$ cat src/sv/yuyv2bgr_pkg.sv
package yuyv2bgr_pkg;

  // Q16 chroma coefficients (coefficient * 65536, truncated)
  localparam int unsigned KqRv = 91881;
  localparam int unsigned KqGv = 46792;
  localparam int unsigned KqGu = 21889;
  localparam int unsigned KqBu = 116129;

  localparam int unsigned QShift   = 16;
  localparam int unsigned PixW     = 8;
  localparam int unsigned CoefW    = 17;
  localparam int unsigned ChromaW  = 9;
  localparam int unsigned ProdW    = CoefW + 1 + ChromaW;
  localparam int unsigned DeltaW   = 9;
  localparam int unsigned SumW     = 10;

  localparam logic [PixW-1:0] PixMax     = 8'd255;
  localparam logic [PixW-1:0] AlphaValue = 8'd255;

  // chroma correction terms shared by both pixels of a macropixel
  typedef struct packed {
    logic signed [DeltaW-1:0] dr;
    logic signed [DeltaW-1:0] dg;
    logic signed [DeltaW-1:0] db;
  } delta_t;

  // saturate a signed sum into 0..255
  function automatic logic [PixW-1:0] clamp_pix(input logic signed [SumW-1:0] s);
    logic [PixW-1:0] r;
    if (s < 0) begin
      r = '0;
    end else if (s > $signed({2'b00, PixMax})) begin
      r = PixMax;
    end else begin
      r = s[PixW-1:0];
    end
    return r;
  endfunction

endpackage

$ cat src/sv/yuyv_to_bgr_converter_core.sv
// YUYV to BGR(A) converter: one YUYV macropixel in, two BT.601 pixels out per word,
// one word per clock while the output is not stalled. Each word passes an input
// register, then the chroma multiplies, luma add and 0..255 clamp, then the
// result register. The input stalls only while both registers hold a word and
// the output is stalled. The with_alpha register (write via
// cfg_valid_i/cfg_ready_o) drives alpha_byte_o to 255 when set and 0
// otherwise; write it only while idle.
module yuyv_to_bgr_converter_core (
  input  logic       clk_i,
  input  logic       rst_ni,
  // configuration
  input  logic       cfg_valid_i,
  output logic       cfg_ready_o,
  input  logic       cfg_with_alpha_i,
  // input words
  input  logic       in_valid_i,
  output logic       in_stall_o,
  input  logic [7:0] luma_first_i,
  input  logic [7:0] chroma_u_i,
  input  logic [7:0] luma_second_i,
  input  logic [7:0] chroma_v_i,
  input  logic       frame_end_in_i,
  // result words
  output logic       out_valid_o,
  input  logic       out_stall_i,
  output logic [7:0] blue_first_o,
  output logic [7:0] green_first_o,
  output logic [7:0] red_first_o,
  output logic [7:0] blue_second_o,
  output logic [7:0] green_second_o,
  output logic [7:0] red_second_o,
  output logic [7:0] alpha_byte_o,
  output logic       frame_end_out_o
);

  logic       with_alpha_q;
  logic       s1_valid_q, s1_valid_d;
  logic       out_valid_q, out_valid_d;
  logic       in_accept, s2_load;

  logic [7:0] y0_q, u_q, y1_q, v_q;
  logic       fe_q;

  yuyv2bgr_pkg::delta_t delta;
  logic [7:0] b0, g0, r0, b1, g1, r1;

  logic [7:0] b0_q, g0_q, r0_q, b1_q, g1_q, r1_q, alpha_q;
  logic       fe_out_q;

  // config register, always ready
  assign cfg_ready_o = 1'b1;

  always_ff @(posedge clk_i or negedge rst_ni) begin
    if (!rst_ni) begin
      with_alpha_q <= 1'b0;
    end else if (cfg_valid_i) begin
      with_alpha_q <= cfg_with_alpha_i;
    end
  end

  // pipeline flow control
  assign s2_load    = s1_valid_q & (~out_valid_q | ~out_stall_i);
  assign in_stall_o = s1_valid_q & out_valid_q & out_stall_i;
  assign in_accept  = in_valid_i & ~in_stall_o;

  assign s1_valid_d  = in_accept | (s1_valid_q & ~s2_load);
  assign out_valid_d = s2_load | (out_valid_q & out_stall_i);

  always_ff @(posedge clk_i or negedge rst_ni) begin
    if (!rst_ni) begin
      s1_valid_q  <= 1'b0;
      out_valid_q <= 1'b0;
    end else begin
      s1_valid_q  <= s1_valid_d;
      out_valid_q <= out_valid_d;
    end
  end

  // input register
  always_ff @(posedge clk_i) begin
    if (in_accept) begin
      y0_q <= luma_first_i;
      u_q  <= chroma_u_i;
      y1_q <= luma_second_i;
      v_q  <= chroma_v_i;
      fe_q <= frame_end_in_i;
    end
  end

  // conversion datapath
  yuyv2bgr_chroma u_chroma (
    .chroma_u_i (u_q),
    .chroma_v_i (v_q),
    .delta_o    (delta)
  );

  yuyv2bgr_pixel u_pix_first (
    .luma_i  (y0_q),
    .delta_i (delta),
    .blue_o  (b0),
    .green_o (g0),
    .red_o   (r0)
  );

  yuyv2bgr_pixel u_pix_second (
    .luma_i  (y1_q),
    .delta_i (delta),
    .blue_o  (b1),
    .green_o (g1),
    .red_o   (r1)
  );

  // result register
  always_ff @(posedge clk_i) begin
    if (s2_load) begin
      b0_q     <= b0;
      g0_q     <= g0;
      r0_q     <= r0;
      b1_q     <= b1;
      g1_q     <= g1;
      r1_q     <= r1;
      alpha_q  <= with_alpha_q ? yuyv2bgr_pkg::AlphaValue : '0;
      fe_out_q <= fe_q;
    end
  end

  assign out_valid_o     = out_valid_q;
  assign blue_first_o    = b0_q;
  assign green_first_o   = g0_q;
  assign red_first_o     = r0_q;
  assign blue_second_o   = b1_q;
  assign green_second_o  = g1_q;
  assign red_second_o    = r1_q;
  assign alpha_byte_o    = alpha_q;
  assign frame_end_out_o = fe_out_q;

endmodule

$ cat src/sv/yuyv2bgr_chroma.sv
module yuyv2bgr_chroma (
  input  logic [7:0]             chroma_u_i,
  input  logic [7:0]             chroma_v_i,
  output yuyv2bgr_pkg::delta_t   delta_o
);

  logic signed [yuyv2bgr_pkg::ChromaW-1:0] u_s;
  logic signed [yuyv2bgr_pkg::ChromaW-1:0] v_s;
  logic signed [yuyv2bgr_pkg::ProdW-1:0]   p_rv;
  logic signed [yuyv2bgr_pkg::ProdW-1:0]   p_gv;
  logic signed [yuyv2bgr_pkg::ProdW-1:0]   p_gu;
  logic signed [yuyv2bgr_pkg::ProdW-1:0]   p_bu;
  logic signed [yuyv2bgr_pkg::DeltaW-1:0]  t_gv;
  logic signed [yuyv2bgr_pkg::DeltaW-1:0]  t_gu;

  // remove the 128 offset: flipping the MSB gives two's complement
  assign u_s = $signed({~chroma_u_i[7], ~chroma_u_i[7], chroma_u_i[6:0]});
  assign v_s = $signed({~chroma_v_i[7], ~chroma_v_i[7], chroma_v_i[6:0]});

  // constant multiplies
  assign p_rv = $signed({1'b0, yuyv2bgr_pkg::CoefW'(yuyv2bgr_pkg::KqRv)}) * v_s;
  assign p_gv = $signed({1'b0, yuyv2bgr_pkg::CoefW'(yuyv2bgr_pkg::KqGv)}) * v_s;
  assign p_gu = $signed({1'b0, yuyv2bgr_pkg::CoefW'(yuyv2bgr_pkg::KqGu)}) * u_s;
  assign p_bu = $signed({1'b0, yuyv2bgr_pkg::CoefW'(yuyv2bgr_pkg::KqBu)}) * u_s;

  // arithmetic shift by 16 (floor); results fit in 9 signed bits
  assign t_gv = p_gv[yuyv2bgr_pkg::QShift +: yuyv2bgr_pkg::DeltaW];
  assign t_gu = p_gu[yuyv2bgr_pkg::QShift +: yuyv2bgr_pkg::DeltaW];

  assign delta_o.dr = p_rv[yuyv2bgr_pkg::QShift +: yuyv2bgr_pkg::DeltaW];
  assign delta_o.db = p_bu[yuyv2bgr_pkg::QShift +: yuyv2bgr_pkg::DeltaW];
  // green term stays within -135..132
  assign delta_o.dg = t_gv + t_gu;

endmodule

$ cat src/sv/yuyv2bgr_pixel.sv
module yuyv2bgr_pixel (
  input  logic [7:0]           luma_i,
  input  yuyv2bgr_pkg::delta_t delta_i,
  output logic [7:0]           blue_o,
  output logic [7:0]           green_o,
  output logic [7:0]           red_o
);

  logic signed [yuyv2bgr_pkg::SumW-1:0] y_s;
  logic signed [yuyv2bgr_pkg::SumW-1:0] b_sum;
  logic signed [yuyv2bgr_pkg::SumW-1:0] g_sum;
  logic signed [yuyv2bgr_pkg::SumW-1:0] r_sum;

  assign y_s = $signed({2'b00, luma_i});

  // luma plus the blue and red terms, minus the green term, sign-extended to the sum width
  assign b_sum = y_s + $signed({delta_i.db[yuyv2bgr_pkg::DeltaW-1], delta_i.db});
  assign g_sum = y_s - $signed({delta_i.dg[yuyv2bgr_pkg::DeltaW-1], delta_i.dg});
  assign r_sum = y_s + $signed({delta_i.dr[yuyv2bgr_pkg::DeltaW-1], delta_i.dr});

  assign blue_o  = yuyv2bgr_pkg::clamp_pix(b_sum);
  assign green_o = yuyv2bgr_pkg::clamp_pix(g_sum);
  assign red_o   = yuyv2bgr_pkg::clamp_pix(r_sum);

endmodule

$ cat config.mk
export PLATFORM = sky130hd
export DESIGN_NAME = yuyv_to_bgr_converter_core
export DESIGN_NICKNAME = d
export VERILOG_FILES = /design/src/sv/yuyv2bgr_pkg.sv /design/src/sv/yuyv_to_bgr_converter_core.sv /design/src/sv/yuyv2bgr_chroma.sv /design/src/sv/yuyv2bgr_pixel.sv
export SDC_FILE = /design/constraint.sdc
export NUM_CORES = 1
export LEC_CHECK = 0
export CORE_ASPECT_RATIO = 1.5
export CORE_MARGIN = 3
export CORE_UTILIZATION = 31
export CTS_CLUSTER_SIZE = 14
export DETAILED_ROUTE_END_ITERATION = 10
export DONT_BUFFER_PORTS = 1
export HOLD_SLACK_MARGIN = 0.02
export PLACE_DENSITY_LB_ADDON = 0.1
export REMOVE_ABC_BUFFERS = 1
export SLEW_MARGIN = 20
export SYNTH_ARGS = -nofsm -noshare
export SYNTH_HDL_FRONTEND = slang
export SYNTH_SLANG_ARGS = --single-unit
$ cat constraint.sdc
create_clock -name clk_i -period 8.2 [get_ports clk_i]
set_input_delay 2.46 -clock clk_i [delete_from_list [all_inputs] [get_ports clk_i]]
set_output_delay 2.46 -clock clk_i [all_outputs]
set_load 0.005 [all_outputs]
==> metrics.yaml <==
cts:
  numClockSinks: 86
  cts_tree: "done"
  cts-root-buf: "clkbuf_16"
  ctsHoldBuffers: 0
  cts_max_level: 3
  cts_made_buffers: 9
  cts_resized: 0
  path_clk_slew_ns: 0.08
  cts_setup_buffers: 0
  clk_latency_ns: 0.37
  clockBufferDepth: 2
global_routing:
  grt_use_total: 0.154
  antenna_found_initial: 1
  grt_first_pass_wirelength_um: 47000
  grt_pass1_vias: 8591
  grt_max_degree: 34
  grt-ovfl-total: 0
sta:
  drv_slew: 0
  fin_tns_setup_ns: 0
  maxSlewHeadroom: 0.314
  setup_viol: 0
  min_period_over_period: 0.912
  grt_setup_unrepaired: "no"
  finClkSkew_ns: 0.0109
  period_needed_ns: 7.48
  timing.fmax_ghz: 0.134
  hold_violations: 0
  worstMarginPinSlew_ns: 1.03
placed_design:
  gp_congestion: 0.841
  port_buffers: 0
  dp_hpwl_um: 25800
worst_setup_path:
  r2r_slack_ns: 0.72
  end_kind: "flop"
  timing.rr.end: "green_first_o[3]"
  path_cells: "inv_1, fa_1, inv_1, fa_1, fa_1, fa_1, inv_1, ha_1, o211ai_1, a211o_1, a21oi_1, a21o_1, a21oi_1, o21bai_1, xor2_1, ha_1, or2_2, o311a_1, o21a_1, o211ai_1, nand3_1, nand2_1, mux2_2"
  path_class: "flop to flop"
  cp-start-kind: "flop"
  worstPathRequired_ns: 8.33
  worst-path-buf-inv: 3
  arrival_ns: 7.61
  cpPeakStageDelay_ns: 0.63
  crit_top_cell: "fa_1"
  worst_r2r_path_depth: 23
  critical_path.top_delay_family: "adder cells"
  timing.rr.start: "u_q[7]"
  slowest_stage: "nand2_1"
  crit_path_max_fanout: 16
logic_synthesis:
  yosysTopAreaCell: "ha_1"
  ys_seq_area_frac: 0.219
  synth_top_area_share: 0.245
  synthArstFlopShare: 0.0349
  yosys_warnings: 0
  synth_flop_cell: "edfxtp_1"
  syn_inst: 1177
  yosysMostFrequentCell: "inv_1"
  ys_ff_latch: 86
  synth_common_cells: "235 x inv_1, 229 x ha_1, 101 x fa_1"
  synth_edf_count: 83
  syn_area_um2: 11700
  synthTopCellsByArea: "ha_1 24%, edfxtp_1 21%, fa_1 17%"
  avgSynthCellArea_um2: 9.94
  yosysUniqueCellTypes: 68
run_status:
  outcome: "finished clean"
hold_path:
  worstHoldStart: "fe_q"
  whs_path_depth: 0
  hp-class: "flop to flop"
  min_delay_worst_endpoint: "frame_end_out_o"
floorplanning:
  dieArea_um2: 40200
  die_w_um: 165
  dieHeight_um: 244
  core_area_um2: 37000
  num_rows: 86
  start_util: 0.316
  ios: 99
drt:
  dr.pass1.iters: 4
  vias: 8052
  route.met3.wl_um: 715
  postRouteAntennaNets: 0
  met2WireLength_um: 15900
  drc: 0
  avgViaCountPerCell: 4.82
  wire_per_inst_um: 17.9
  wl_um: 30000
  highest_layer: "met4"
  drt_iter0_markers: 327
  wl_met1_um: 12700
layout:
  drive_gt1_frac: 0.0362
  syn_to_final_growth_pct: 7.69
  seq_area_um2: 2570
  multi_input_area_um2: 8170
  nets: 1551
  fillCellCount: 3843
run:
  drv_cap: 0
==> layout make-up <==
class	instances	share of cell area
Timing Repair Buffer	8	0.00477
Clock buffer	9	0.0179
Inverter	235	0.0700
Sequential cell	86	0.204
Tap cell	484	0.0481
Clock inverter	7	0.00725
Multi-Input combinational cell	842	0.648
Antenna cell	1	0.000199
==> registers in the layout (all words and copies together) (netlist names), 8 cells and up <==
signal          count
u_q                 8
blue_first_o        8
y0_q                8
y1_q                8
red_second_o        8
blue_second_o       8
green_second_o      8
red_first_o         8
v_q                 8
green_first_o       8
==> layout by cell type (no fill, tap or decap), drive strengths merged, types with 24 or more instances in the layout <==
cell,n
nand2,43
xor2,27
a21oi,68
ha,229
a21o,31
xnor2,36
nor3,24
edfxtp,83
fa,101
nor2,53
o21ai,35
inv,238
==> logic make-up after synthesis <==
kind of cell / count (synthesis) / synth area share
mux: 10 / 0.00887
simple gates: 199 / 0.0850
flops: 86 / 0.219
buf+inv: 249 / 0.0837
xor+xnor: 63 / 0.0472
other cells: 1 / 0.000320
fa+ha+maj: 334 / 0.421
compound gates: 235 / 0.134
==> worst max path at each step <==
| stage | depth (start not counted) | slack (ns) | startpoint | end |
|---|---|---|---|---|
| floorplan | 27 | 1.41 | v_q[6] | green_second_o[3] |
| global placement | 23 | 0.70 | u_q[7] | green_first_o[3] |
| detailed placement | 23 | 0.70 | u_q[7] | green_first_o[3] |
| CTS | 23 | 0.67 | u_q[7] | green_first_o[3] |
| global route | 23 | 0.14 | u_q[7] | green_second_o[3] |
| finish | 23 | 0.72 | u_q[7] | green_first_o[3] |
==> layer usage <==
layer	vias to the layer above	GRT usage
li1	4045	-
met1	3856	0.181
met2	121	0.283
met5	-	0
met3	30	0.0269
met4	0	0.0439
==> metrics by stage <==
stage / instances / util / area, um^2 / hold WS (ns) / setup slack, ns
final: 1672 / 0.340 / 12600 / 0.430 / 0.718
after global routing: 1671 / 0.340 / 12600 / 0.447 / 0.144
after CTS: 1671 / 0.340 / 12600 / 0.429 / 0.675
after detailed placement: 1655 / 0.332 / 12300 / 0.415 / 0.695
after global placement: 1655 / 0.332 / 12300 / 0.404 / 0.696
after floorplan: 1163 / - / 11600 / 0.400 / 1.41
Power is not shown: default switching activity piles up to over one toggle a cycle in this logic, so the estimate is an artifact.
